[src/hdl/dqp_pkg.sv]
`timescale 1ns / 1ps
`default_nettype none
// ----------------------------------------------------------------------------
// dqp_pkg
// Shared types and constants for the DNS query question parser.
// ----------------------------------------------------------------------------
package dqp_pkg;

    localparam int MAX_NAME    = 253;
    localparam int FIFO_DEPTH  = 4;
    localparam int FIFO_AW     = $clog2(FIFO_DEPTH);
    localparam int OUT_DATA_W  = 64;

    localparam logic [3:0] HDR_LAST_POS = 4'd11;

    // verdict status codes
    localparam logic [3:0] ST_OK        = 4'd0;
    localparam logic [3:0] ST_SHORT_HDR = 4'd1;
    localparam logic [3:0] ST_BAD_HDR   = 4'd2;
    localparam logic [3:0] ST_TRUNC     = 4'd3;
    localparam logic [3:0] ST_BAD_LABEL = 4'd4;
    localparam logic [3:0] ST_TOO_LONG  = 4'd5;
    localparam logic [3:0] ST_BAD_CHAR  = 4'd6;
    localparam logic [3:0] ST_EMPTY     = 4'd7;
    localparam logic [3:0] ST_BAD_CLASS = 4'd8;

    localparam logic KIND_CHAR    = 1'b0;
    localparam logic KIND_VERDICT = 1'b1;

    localparam logic [7:0]  CH_DOT      = 8'h2E;
    localparam logic [15:0] CLASS_IN    = 16'h0001;
    localparam logic [5:0]  TAIL_BYTES  = 6'd4;
    localparam logic [8:0]  QLEN_EXTRA  = 9'd6;

    typedef enum logic [2:0] {
        PH_HEADER,
        PH_LEN,
        PH_LABEL,
        PH_TAIL,
        PH_DONE
    } phase_t;

    // one classified packet byte
    typedef struct packed {
        logic [7:0] data;
        logic       last;
        logic       is_zero;
        logic       len_bad;   // pointer bits or length above 63
        logic       char_ok;   // printable, 0x21..0x7E
        logic [7:0] lower;
    } byte_info_t;

    typedef struct packed {
        logic       valid;
        byte_info_t info;
    } push_t;

    typedef struct packed {
        logic       valid;
        byte_info_t info;
    } head_t;

endpackage

`default_nettype wire

[src/hdl/dqp_front.sv]
`timescale 1ns / 1ps
`default_nettype none
// ----------------------------------------------------------------------------
// dqp_front
// Accepts packet bytes and tags each with the checks the parser needs.
// ----------------------------------------------------------------------------
module dqp_front (
    input  wire logic            s_tvalid,
    output logic                 s_tready,
    input  wire logic [7:0]      s_tdata,
    input  wire logic            s_tlast,
    input  wire logic            q_full,
    output dqp_pkg::push_t       push
);

    logic [7:0] b;

    assign b        = s_tdata;
    assign s_tready = !q_full;

    always_comb begin
        push.valid        = s_tvalid && !q_full;
        push.info.data    = b;
        push.info.last    = s_tlast;
        push.info.is_zero = (b == 8'h00);
        push.info.len_bad = (b > 8'd63);
        push.info.char_ok = (b > 8'h20) && (b < 8'h7F);
        push.info.lower   = (b inside {[8'h41:8'h5A]}) ? (b + 8'h20) : b;
    end

endmodule

`default_nettype wire

[src/hdl/dqp_fifo.sv]
`timescale 1ns / 1ps
`default_nettype none
// ----------------------------------------------------------------------------
// dqp_fifo
// Short queue of classified bytes between the front and the parser.
// ----------------------------------------------------------------------------
module dqp_fifo (
    input  wire logic            aclk,
    input  wire logic            aresetn,
    input  wire dqp_pkg::push_t  push,
    output logic                 full,
    output dqp_pkg::head_t       head,
    input  wire logic            pop
);

    dqp_pkg::byte_info_t             mem_reg [dqp_pkg::FIFO_DEPTH];
    logic [dqp_pkg::FIFO_AW-1:0]     wr_ptr_reg, wr_ptr_next;
    logic [dqp_pkg::FIFO_AW-1:0]     rd_ptr_reg, rd_ptr_next;
    logic [dqp_pkg::FIFO_AW:0]       count_reg, count_next;
    logic                            do_pop;

    assign full       = (count_reg == (dqp_pkg::FIFO_AW+1)'(dqp_pkg::FIFO_DEPTH));
    assign head.valid = (count_reg != '0);
    assign head.info  = mem_reg[rd_ptr_reg];
    assign do_pop     = pop && head.valid;

    always_comb begin
        wr_ptr_next = push.valid ? wr_ptr_reg + 1'b1 : wr_ptr_reg;
        rd_ptr_next = do_pop ? rd_ptr_reg + 1'b1 : rd_ptr_reg;
        count_next  = count_reg;
        if (push.valid && !do_pop) begin
            count_next = count_reg + 1'b1;
        end else if (!push.valid && do_pop) begin
            count_next = count_reg - 1'b1;
        end
    end

    always_ff @(posedge aclk) begin
        if (!aresetn) begin
            wr_ptr_reg <= '0;
            rd_ptr_reg <= '0;
            count_reg  <= '0;
        end else begin
            wr_ptr_reg <= wr_ptr_next;
            rd_ptr_reg <= rd_ptr_next;
            count_reg  <= count_next;
        end
    end

    always_ff @(posedge aclk) begin
        if (push.valid) begin
            mem_reg[wr_ptr_reg] <= push.info;
        end
    end

endmodule

`default_nettype wire

[src/hdl/dqp_back.sv]
`timescale 1ns / 1ps
`default_nettype none
// ----------------------------------------------------------------------------
// dqp_back
// Header/label/tail parser and output register for characters and verdicts.
// ----------------------------------------------------------------------------
module dqp_back (
    input  wire logic                              aclk,
    input  wire logic                              aresetn,
    input  wire dqp_pkg::head_t                    head,
    output logic                                   pop,
    output logic                                   m_tvalid,
    input  wire logic                              m_tready,
    output logic [dqp_pkg::OUT_DATA_W-1:0]         m_tdata,
    output logic                                   m_tuser
);

    dqp_pkg::phase_t phase_reg, phase_next, phase_calc;
    logic [3:0]  hdr_pos_reg, hdr_pos_next;
    logic [15:0] id_reg, id_next;
    logic        rd_reg, rd_next;
    logic [5:0]  rem_reg, rem_next;
    logic [7:0]  count_reg, count_next;
    logic [15:0] type_reg, type_next;
    logic [15:0] class_reg, class_next;
    logic [3:0]  error_reg, error_next;
    logic [3:0]  err_code;

    logic                           out_valid_reg, out_valid_next;
    logic                           out_user_reg, out_user_next;
    logic [dqp_pkg::OUT_DATA_W-1:0] out_data_reg, out_data_next;

    dqp_pkg::byte_info_t bi;
    logic        step;
    logic        emit;
    logic [7:0]  ch;
    logic        too_long;
    logic [3:0]  st;

    assign bi       = head.info;
    assign pop      = head.valid && (!out_valid_reg || m_tready);
    assign step     = pop;
    assign m_tvalid = out_valid_reg;
    assign m_tdata  = out_data_reg;
    assign m_tuser  = out_user_reg;

    // dot plus label must fit in the name budget
    assign too_long = ({1'b0, count_reg} + {8'd0, (count_reg != 8'd0)} + {1'b0, bi.data})
                      > 9'(dqp_pkg::MAX_NAME);

    // error raised by this byte, if any
    always_comb begin
        err_code = dqp_pkg::ST_OK;
        case (phase_reg)
            dqp_pkg::PH_HEADER: begin
                if ((hdr_pos_reg == 4'd2 && bi.data[7:3] != 5'd0) ||
                    (hdr_pos_reg == 4'd4 && bi.data != 8'h00) ||
                    (hdr_pos_reg == 4'd5 && bi.data != 8'h01)) begin
                    err_code = dqp_pkg::ST_BAD_HDR;
                end
            end
            dqp_pkg::PH_LEN: begin
                if (bi.is_zero) begin
                    if (count_reg == 8'd0) err_code = dqp_pkg::ST_EMPTY;
                end else if (bi.len_bad) begin
                    err_code = dqp_pkg::ST_BAD_LABEL;
                end else if (too_long) begin
                    err_code = dqp_pkg::ST_TOO_LONG;
                end
            end
            dqp_pkg::PH_LABEL: begin
                if (!bi.char_ok) err_code = dqp_pkg::ST_BAD_CHAR;
            end
            dqp_pkg::PH_TAIL: begin
                if (rem_reg == 6'd1 && {class_reg[7:0], bi.data} != dqp_pkg::CLASS_IN) begin
                    err_code = dqp_pkg::ST_BAD_CLASS;
                end
            end
            default: err_code = dqp_pkg::ST_OK;
        endcase
    end

    assign error_next = (error_reg != dqp_pkg::ST_OK) ? error_reg : err_code;

    // next state
    always_comb begin
        phase_calc = phase_reg;
        case (phase_reg)
            dqp_pkg::PH_HEADER: begin
                if (hdr_pos_reg >= dqp_pkg::HDR_LAST_POS) begin
                    phase_calc = (error_next != dqp_pkg::ST_OK) ? dqp_pkg::PH_DONE
                                                                : dqp_pkg::PH_LEN;
                end
            end
            dqp_pkg::PH_LEN: begin
                if (bi.is_zero) begin
                    phase_calc = (count_reg == 8'd0) ? dqp_pkg::PH_DONE : dqp_pkg::PH_TAIL;
                end else if (bi.len_bad) begin
                    phase_calc = dqp_pkg::PH_DONE;
                end else begin
                    phase_calc = dqp_pkg::PH_LABEL;
                end
            end
            dqp_pkg::PH_LABEL: begin
                if (rem_reg == 6'd1) begin
                    phase_calc = (error_next != dqp_pkg::ST_OK) ? dqp_pkg::PH_DONE
                                                                : dqp_pkg::PH_LEN;
                end
            end
            dqp_pkg::PH_TAIL: begin
                if (rem_reg == 6'd1) phase_calc = dqp_pkg::PH_DONE;
            end
            default: phase_calc = dqp_pkg::PH_DONE;
        endcase
        phase_next = bi.last ? dqp_pkg::PH_HEADER : phase_calc;
    end

    // datapath and result
    always_comb begin
        hdr_pos_next = hdr_pos_reg;
        id_next      = id_reg;
        rd_next      = rd_reg;
        rem_next     = rem_reg;
        type_next    = type_reg;
        class_next   = class_reg;
        emit         = 1'b0;
        ch           = 8'h00;

        case (phase_reg)
            dqp_pkg::PH_HEADER: begin
                hdr_pos_next = hdr_pos_reg + 4'd1;
                if (hdr_pos_reg < 4'd2) id_next = {id_reg[7:0], bi.data};
                if (hdr_pos_reg == 4'd2) rd_next = bi.data[0];
            end
            dqp_pkg::PH_LEN: begin
                if (bi.is_zero) begin
                    rem_next = dqp_pkg::TAIL_BYTES;
                end else if (!bi.len_bad) begin
                    rem_next = bi.data[5:0];
                    if (!too_long && count_reg != 8'd0) begin
                        emit = 1'b1;
                        ch   = dqp_pkg::CH_DOT;
                    end
                end
            end
            dqp_pkg::PH_LABEL: begin
                if (error_reg == dqp_pkg::ST_OK && bi.char_ok) begin
                    emit = 1'b1;
                    ch   = bi.lower;
                end
                rem_next = rem_reg - 6'd1;
            end
            dqp_pkg::PH_TAIL: begin
                if (rem_reg > 6'd2) type_next  = {type_reg[7:0], bi.data};
                else                class_next = {class_reg[7:0], bi.data};
                rem_next = rem_reg - 6'd1;
            end
            default: ;
        endcase

        count_next = emit ? count_reg + 8'd1 : count_reg;

        if (phase_calc == dqp_pkg::PH_HEADER)     st = dqp_pkg::ST_SHORT_HDR;
        else if (phase_calc == dqp_pkg::PH_DONE)  st = error_next;
        else                                      st = dqp_pkg::ST_TRUNC;

        out_valid_next = out_valid_reg && !m_tready;
        out_user_next  = out_user_reg;
        out_data_next  = out_data_reg;
        if (step && bi.last) begin
            out_valid_next = 1'b1;
            out_user_next  = dqp_pkg::KIND_VERDICT;
            out_data_next  = '0;
            out_data_next[11:8] = st;
            if (st == dqp_pkg::ST_OK) begin
                out_data_next[27:12] = id_next;
                out_data_next[43:28] = type_next;
                out_data_next[44]    = rd_next;
                out_data_next[52:45] = count_next;
                out_data_next[61:53] = {1'b0, count_next} + dqp_pkg::QLEN_EXTRA;
            end
        end else if (step && emit) begin
            out_valid_next     = 1'b1;
            out_user_next      = dqp_pkg::KIND_CHAR;
            out_data_next      = '0;
            out_data_next[7:0] = ch;
        end

        // end of packet returns everything to the header state
        if (bi.last) begin
            hdr_pos_next = '0;
            id_next      = '0;
            rd_next      = 1'b0;
            rem_next     = '0;
            count_next   = '0;
            type_next    = '0;
            class_next   = '0;
        end
    end

    always_ff @(posedge aclk) begin
        if (!aresetn) begin
            phase_reg     <= dqp_pkg::PH_HEADER;
            hdr_pos_reg   <= '0;
            id_reg        <= '0;
            rd_reg        <= 1'b0;
            rem_reg       <= '0;
            count_reg     <= '0;
            type_reg      <= '0;
            class_reg     <= '0;
            error_reg     <= dqp_pkg::ST_OK;
            out_valid_reg <= 1'b0;
        end else begin
            if (step) begin
                phase_reg   <= phase_next;
                hdr_pos_reg <= hdr_pos_next;
                id_reg      <= id_next;
                rd_reg      <= rd_next;
                rem_reg     <= rem_next;
                count_reg   <= count_next;
                type_reg    <= type_next;
                class_reg   <= class_next;
                error_reg   <= bi.last ? dqp_pkg::ST_OK : error_next;
            end
            out_valid_reg <= out_valid_next;
        end
    end

    always_ff @(posedge aclk) begin
        out_user_reg <= out_user_next;
        out_data_reg <= out_data_next;
    end

endmodule

`default_nettype wire

[src/hdl/dns_query_parser_top.sv]
`timescale 1ns / 1ps
`default_nettype none
// ----------------------------------------------------------------------------
// dns_query_parser_top
// Streaming DNS query question parser: header checks, name walk, verdict.
//
//   channel   dir   payload
//   s_        in    tdata[7:0] packet byte, tlast final byte
//   m_        out   tuser kind, tdata name char / verdict fields
//
// One byte per clock sustained while m_ accepts every output. A byte passes the
// front classifier into a four-word queue; the parser takes one word per cycle
// whenever its output register is empty or being drained, and registers any
// character or verdict that the byte yields in that output register.
// Back-pressure on m_ fills the queue before s_tready drops. Synchronous
// active-low reset returns to the header state.
// ----------------------------------------------------------------------------
module dns_query_parser_top (
    input  wire logic         aclk,
    input  wire logic         aresetn,
    input  wire logic         s_tvalid,
    output logic              s_tready,
    input  wire logic [7:0]   s_tdata,   // [7:0] data_byte
    input  wire logic         s_tlast,
    output logic              m_tvalid,
    input  wire logic         m_tready,
    // [7:0] name_char, [11:8] status, [27:12] query_id, [43:28] query_type,
    // [44] recursion_desired, [52:45] name_length, [61:53] question_length
    output logic [63:0]       m_tdata,
    output logic              m_tuser    // kind
);

    dqp_pkg::push_t push;
    dqp_pkg::head_t head;
    logic           q_full;
    logic           pop;

    dqp_front u_front (
        .s_tvalid (s_tvalid),
        .s_tready (s_tready),
        .s_tdata  (s_tdata),
        .s_tlast  (s_tlast),
        .q_full   (q_full),
        .push     (push)
    );

    dqp_fifo u_fifo (
        .aclk    (aclk),
        .aresetn (aresetn),
        .push    (push),
        .full    (q_full),
        .head    (head),
        .pop     (pop)
    );

    dqp_back u_back (
        .aclk     (aclk),
        .aresetn  (aresetn),
        .head     (head),
        .pop      (pop),
        .m_tvalid (m_tvalid),
        .m_tready (m_tready),
        .m_tdata  (m_tdata),
        .m_tuser  (m_tuser)
    );

endmodule

`default_nettype wire
[config.mk]
export PLATFORM = sky130hd
export DESIGN_NAME = dns_query_parser_top
export DESIGN_NICKNAME = d
export VERILOG_FILES = /design/src/hdl/dqp_pkg.sv /design/src/hdl/dqp_front.sv /design/src/hdl/dqp_fifo.sv /design/src/hdl/dqp_back.sv /design/src/hdl/dns_query_parser_top.sv
export SDC_FILE = /design/constraint.sdc
export NUM_CORES = 1
export LEC_CHECK = 0
export CAP_MARGIN = 20
export CORE_MARGIN = 1
export CORE_UTILIZATION = 40
export DETAILED_ROUTE_END_ITERATION = 10
export DONT_BUFFER_PORTS = 1
export GPL_TIMING_DRIVEN = 0
export SLEW_MARGIN = 20
export SYNTH_ARGS = -nofsm -noshare
export SYNTH_HDL_FRONTEND = slang
export SYNTH_HIERARCHICAL = 1
export SYNTH_SLANG_ARGS = --single-unit
export TNS_END_PERCENT = 5
[constraint.sdc]
create_clock -name aclk -period 7.41 [get_ports aclk]
set_input_delay 0.741 -clock aclk [delete_from_list [all_inputs] [get_ports aclk]]
set_output_delay 0.741 -clock aclk [all_outputs]
set_load 0.01 [all_outputs]
==> impl_metrics.env, run 1 <==
export IMPL_cts_tree="done"
export IMPL_holdCritPathClass="input pin to flop"
export IMPL_setup_viol=0
export IMPL_largest_reg_flops=80
export IMPL_final_antenna_net_count=0
export IMPL_p_per_area_nw_per_um2=334
export IMPL_clockBufferDepth=3
export IMPL_first_pass_iters=5
export IMPL_yosysTopAreaCellShare_pct=39.3
export IMPL_synth_edf_count=133
export IMPL_async_flop_share_pct=0
export IMPL_synth_ff_type="edfxtp_1"
export IMPL_synthToLayoutAreaGrowth_pct=12.6
export IMPL_num_io_pins=80
export IMPL_start_util_pct=41.3
export IMPL_grt_max_degree=38
export IMPL_port_buffers=0
export IMPL_min_path_cells=1
export IMPL_cts_setup_buffers=0
export IMPL_antenna_found_initial=0
export IMPL_cp_max_fo=37
export IMPL_r2r_end="u_back/m_tdata[31]$_DFFE_PP_"
export IMPL_synth_avg_cell_area_um2=11.5
export IMPL_rows=57
export IMPL_slew_headroom_pct=39.7
export IMPL_clkTransAtPathRegs_ns=0.06
export IMPL_die_h_um=161
export IMPL_status="finished clean"
export IMPL_clockRootBuffer="clkbuf_16"
export IMPL_numCtsBuffers=25
export IMPL_vdd_drop_max_mv=0.196
export IMPL_syn_area_um2=10200
export IMPL_fin_tns_setup_ns=0
export IMPL_end_kind="flop"
export IMPL_finalHoldViolCount=0
export IMPL_worstHoldStart="aresetn"
export IMPL_path_class="flop to flop"
export IMPL_grt_pass1_vias=6563
export IMPL_p_leak_uw=0.00382
export IMPL_die_x_um=161
export IMPL_drc_errors=0
export IMPL_dp_hpwl_um=15600
export IMPL_cts_resized=0
export IMPL_post_drt_wl_per_cell_um=18.3
export IMPL_yosysMostFrequentCell="edfxtp_1"
export IMPL_grt_usage_pct=17.6
export IMPL_min_to="u_fifo/wr_ptr_reg[0]$_SDFFE_PN0P_"
export IMPL_synthTopCellsByArea="edfxtp_1 39%, dfxtp_1 17%, mux4_1 4.7%"
export IMPL_r2r_slack_ns=2.21
export IMPL_postCtsHoldBufs=0
export IMPL_start_kind="flop"
export IMPL_final_layout_size_suffix_gt1_share_pct=10.1
export IMPL_core_area_um2=24600
export IMPL_htree_levels=1
export IMPL_clk_latency_ns=0.53
export IMPL_vias_per_cell=5.48
export IMPL_dieArea_um2=26100
export IMPL_yosys_area_top_type="edfxtp_1"
export IMPL_yosysWarnings=6
export IMPL_worstPathRequired_ns=7.67
export IMPL_syn_inst=886
export IMPL_num_vias=6890
export IMPL_yosys_top_cells_count="133 x edfxtp_1, 106 x nand2_1, 85 x dfxtp_1"
export IMPL_post_route_min_period_ns=5.20
export IMPL_reg2reg_depth=15
export IMPL_timing_rr_start="u_back/count_reg[1]$_SDFFE_PN0P_"
export IMPL_fmax_mhz=192
export IMPL_grt_pass1_wl_um=36400
export IMPL_ys_seq_elements=218
export IMPL_skew_ns=0.0198
export IMPL_drt_iter0_drc=525
export IMPL_final_period_utilization_pct=70.2
export IMPL_yosysSeqAreaShare_pct=56.0
export IMPL_gp_congestion=0.884
export IMPL_worstMarginPinSlew_ns=0.892
export IMPL_diodes=0
export IMPL_cap_violations=0
export IMPL_rsz0062_at_grt="no"
export IMPL_gr_total_overflow=0
export IMPL_power_uw=3830
export IMPL_num_nets_final=955
export IMPL_crit_arrival_ns=5.46
export IMPL_routed_wl_um=23000
export IMPL_synth_distinct_cells=82
export IMPL_slew_violations=0
export IMPL_clock_sinks=218
==> how the worst max path moves through the flow <==
| stage | from | cells after the start | endpoint | slack (ns) |
|---|---|---|---|---|
| 2_1_floorplan | u_back/count_reg[1]$_SDFFE_PN0P_ | 16 | u_back/m_tdata[10]$_DFFE_PP_ | 2.71 |
| 3_3_place_gp | u_back/count_reg[1]$_SDFFE_PN0P_ | 14 | u_back/m_tdata[40]$_DFFE_PP_ | 1.49 |
| 3_5_place_dp | u_back/count_reg[1]$_SDFFE_PN0P_ | 15 | u_back/m_tdata[41]$_DFFE_PP_ | 2.23 |
| 4_1_cts | u_back/count_reg[1]$_SDFFE_PN0P_ | 15 | u_back/m_tdata[33]$_DFFE_PP_ | 2.20 |
| 5_1_grt | u_back/count_reg[0]$_SDFFE_PN0P_ | 15 | u_back/m_tdata[28]$_DFFE_PP_ | 1.81 |
| 6_report | u_back/count_reg[1]$_SDFFE_PN0P_ | 15 | u_back/m_tdata[31]$_DFFE_PP_ | 2.21 |
==> cell type report <==
class | instances | area, µm²
Timing Repair Buffer | 1 | 20.0
Clock inverter | 20 | 210
Inverter | 26 | 97.6
Clock buffer | 26 | 629
Buffer | 65 | 340
Tap cell | 324 | 405
Fill cell | 2249 | 13200
Multi-Input combinational cell | 578 | 4050
Sequential cell | 218 | 5700
==> metal layers <==
layer,wire length [µm],part of all wire [%],global-route usage [%],vias to the layer above
li1,-,-,-,3331
met3,1110,4.8,2.77,31
met4,438,1.9,4.72,0
met2,10900,47,29.1,199
met1,10600,46,24.1,3329
met5,0,0,0,-
==> stage by stage <==
stage | hold slack, ns | setup slack (ns) | cells | utilization [%] | instance area [µm²]
finish | 0.341 | 2.21 | 1258 | 46.5 | 11400
global route | 0.319 | 1.81 | 1258 | 46.5 | 11400
CTS | 0.324 | 2.20 | 1258 | 46.5 | 11400
detailed placement | 0.459 | 2.23 | 1212 | 43.1 | 10600
global placement | 0.457 | 1.49 | 1211 | 43.0 | 10600
floorplan | 0.437 | 2.71 | 887 | - | 10200
==> worst max-delay path: stages, from the launching register on <==
cell and delay (ns):
dfxtp_1 0.34, inv_1 0.21, ha_1 0.19, or4b_1 0.44, nor4_2 0.31, inv_1 0.17
fa_1 0.42, a211oi_1 0.35, nor3b_1 0.13, a2111o_1 0.41, o311ai_2 0.51, nand2_1 0.38
o21ai_1 0.27, buf_2 0.29, inv_2 0.22, buf_12 0.24
==> cells by family after synthesis <==
kind of cell / count (synthesis) / synth area share [%]
multiplexers: 24 / 5.49
other: 1 / 0.0369
AND/OR/NAND/NOR: 304 / 15.4
flip-flops: 218 / 56.0
AO/OA/AOI/OAI: 201 / 13.5
adder cells (fa/ha/maj): 27 / 3.55
buffers and inverters: 91 / 4.31
XOR/XNOR: 20 / 1.72
==> layout by cell type (no fill, tap or decap), types with 4 or more instances in the layout <==
master / instances
nand4_1: 6
dfxtp_1: 85
clkbuf_1: 42
mux2i_1: 4
a21boi_0: 6
xnor2_1: 13
nor4_1: 5
and2_1: 16
nor2_1: 49
ha_1: 24
a22o_1: 5
clkinv_2: 5
nand2_1: 106
nor3_1: 20
clkbuf_16: 25
inv_1: 24
clkinv_1: 6
nor3b_1: 5
bufinv_16: 4
a21oi_1: 63
nor4_2: 5
buf_4: 17
nand3_1: 6
a31oi_1: 9
edfxtp_1: 133
nor2b_1: 52
a22oi_1: 42
o21ai_0: 22
and2_2: 4
mux4_1: 18
xor2_1: 7
buf_6: 4
o21ai_1: 4
==> power breakdown <==
part           internal (µW)  switching [µW]
clock network            758             490
registers               1530             150
logic                    297             604
Note: power is estimated with default switching activity, not from simulation.
==> run 2, diff against run 1 <==
- clock period: 7.41 -> 5.05 ns (I/O delays scaled with it)
==> run 2 against run 1 <==
Net effect:
- routed wire length is 0.30% higher
- sequential cell count stayed put
- die area stayed put
- sequential power is 46% higher
- non-clock buffer count stayed put
- hold slack worse by 0.24 ns
- cell count stayed put
- critical path type unchanged
- cell area is 0.49% higher
==> impl_metrics.env, run 2 (synthesized netlist as in run 1, its figures left out) <==
export IMPL_status="finished clean"
export IMPL_min_to="u_fifo/wr_ptr_reg[0]$_SDFFE_PN0P_"
export IMPL_setup_ws_ns=0.254
export IMPL_end_kind="flop"
export IMPL_clock_sinks=218
export IMPL_worstMarginPinSlew_ns=0.876
export IMPL_largest_reg_flops=80
export IMPL_r2r_end="u_back/m_tdata[31]$_DFFE_PP_"
export IMPL_r2r_slack_ns=0.25
export IMPL_crit_arrival_ns=5.05
export IMPL_cp_slowest_cell="mux4_1"
export IMPL_skew_ns=0.0170
export IMPL_gr_total_overflow=0
export IMPL_drc_errors=0
export IMPL_critPathTopFamily="compound AO/OA/AOI/OAI gates"
export IMPL_num_io_pins=80
export IMPL_slew_violations=0
export IMPL_grt_use_met3_pct=2.77
export IMPL_synthToLayoutAreaGrowth_pct=13.1
export IMPL_htree_levels=1
export IMPL_worstHoldStart="aresetn"
export IMPL_p_per_area_nw_per_um2=489
export IMPL_p_leak_uw=0.00385
export IMPL_dp_slack_ns=-0.129
export IMPL_port_buffers=0
export IMPL_slew_headroom_pct=41.1
export IMPL_rsz0062_at_grt="yes"
export IMPL_core_area_um2=24600
export IMPL_routed_wl_um=23100
export IMPL_grt_usage_pct=17.6
export IMPL_postCtsHoldBufs=0
export IMPL_first_pass_iters=5
export IMPL_min_path_cells=1
export IMPL_clockBufferDepth=3
export IMPL_reg2reg_depth=12
export IMPL_vias_per_cell=5.53
export IMPL_final_cells=1258
export IMPL_critPathMaxStageDelay_ns=0.65
export IMPL_antenna_found_initial=0
export IMPL_die_h_um=161
export IMPL_worstPathRequired_ns=5.31
export IMPL_grt_pass1_vias=6574
export IMPL_final_period_utilization_pct=95.0
export IMPL_final_cell_mix="133 x edfxtp_1, 105 x nand2_1, 85 x dfxtp_1"
export IMPL_dp_hpwl_um=15600
export IMPL_clkTransAtPathRegs_ns=0.06
export IMPL_cp_max_fo=37
export IMPL_dieArea_um2=26100
export IMPL_setup_viol=0
export IMPL_start_util_pct=41.3
export IMPL_diodes=0
export IMPL_start_kind="flop"
export IMPL_cap_violations=0
export IMPL_use_met2_pct=29.2
export IMPL_num_nets_final=955
export IMPL_drt_iter0_drc=531
export IMPL_finalHoldViolCount=0
export IMPL_vdd_drop_max_mv=0.289
export IMPL_post_drt_wl_per_cell_um=18.3
export IMPL_grt_busiest_layer="met2"
export IMPL_worstPathCellList="clkbuf_1 > mux4_1 > ha_1 > a211o_1 > a21o_1 > a2111o_1 > o311ai_4 > nand2_2 > o21ai_1 > clkbuf_4 > inv_2 > buf_12"
export IMPL_final_layout_size_suffix_gt1_share_pct=11.0
export IMPL_critPathBufInv=4
export IMPL_die_x_um=161
export IMPL_grt_pass1_wl_um=36400
export IMPL_numCtsBuffers=25
export IMPL_rows=57
export IMPL_clk_latency_ns=0.53
export IMPL_gp_congestion=0.884
export IMPL_num_vias=6952
export IMPL_final_antenna_net_count=0
export IMPL_dp_cells=1212
export IMPL_clockRootBuffer="clkbuf_16"
export IMPL_fmax_mhz=209
export IMPL_grt_max_degree=38
export IMPL_cts_tree="done"
export IMPL_gr_usage_met1_pct=24.1
export IMPL_path_class="flop to flop"
export IMPL_mostFrequentLayoutCell="edfxtp_1"
export IMPL_holdCritPathClass="input pin to flop"
export IMPL_post_route_min_period_ns=4.80
## run 2: area by class of cell
type	count	area, µm²
plain buffers	65	347
clock buffers	26	629
clock inverters	20	210
fillers	2240	13100
inverters	26	97.6
multi-input cells	578	4100
flip-flops and latches	218	5700
well taps	324	405
repair buffers	1	20.0
## run 2: routing by layer
metal / part of all wire, % / routed length (µm)
met1: 46 / 10500
met5: 0 / 0
met3: 5.2 / 1200
met4: 2.2 / 509
met2: 47 / 10800
## run 2: worst max path at each step
| stage | depth (start not counted) | slack (ns) | endpoint |
|---|---|---|---|
| after floorplan | 16 | 0.35 | u_back/m_tdata[10]$_DFFE_PP_ |
| after global placement | 14 | -0.87 | u_back/m_tdata[40]$_DFFE_PP_ |
| after detailed placement | 15 | -0.13 | u_back/m_tdata[41]$_DFFE_PP_ |
| after CTS | 18 | 0.05 | u_back/m_tdata[29]$_DFFE_PP_ |
| after global routing | 16 | -0.02 | u_back/m_tdata[28]$_DFFE_PP_ |
| final | 12 | 0.25 | u_back/m_tdata[31]$_DFFE_PP_ |
## run 2: through the flow
stage	instance area [µm²]	total power, µW	TNS, ns	hold WS [ns]	utilization (%)
2_1_floorplan	10200	3400	0	0.437	-
3_3_place_gp	10600	3800	-45.72	0.457	43.0
3_5_place_dp	10600	3830	-4.81	0.459	43.1
4_1_cts	11500	5670	0	0.0878	46.5
5_1_grt	11500	5910	-0.319	0.0833	46.7
6_report	11500	5620	0	0.105	46.7
## run 2: repair_timing
item | in CTS | in global routing
gates resized for setup | 3 | 12
gates cloned | 0 | 0
buffers inserted | 0 | 0
endpoints found under the setup margin | 49 | 102
hold endpoints to repair | 0 | 0
## run 2: power breakdown
part	total [µW]	internal [µW]	switching, µW
clock network	1830	1110	718
registers	2460	2240	220
logic	1330	441	891
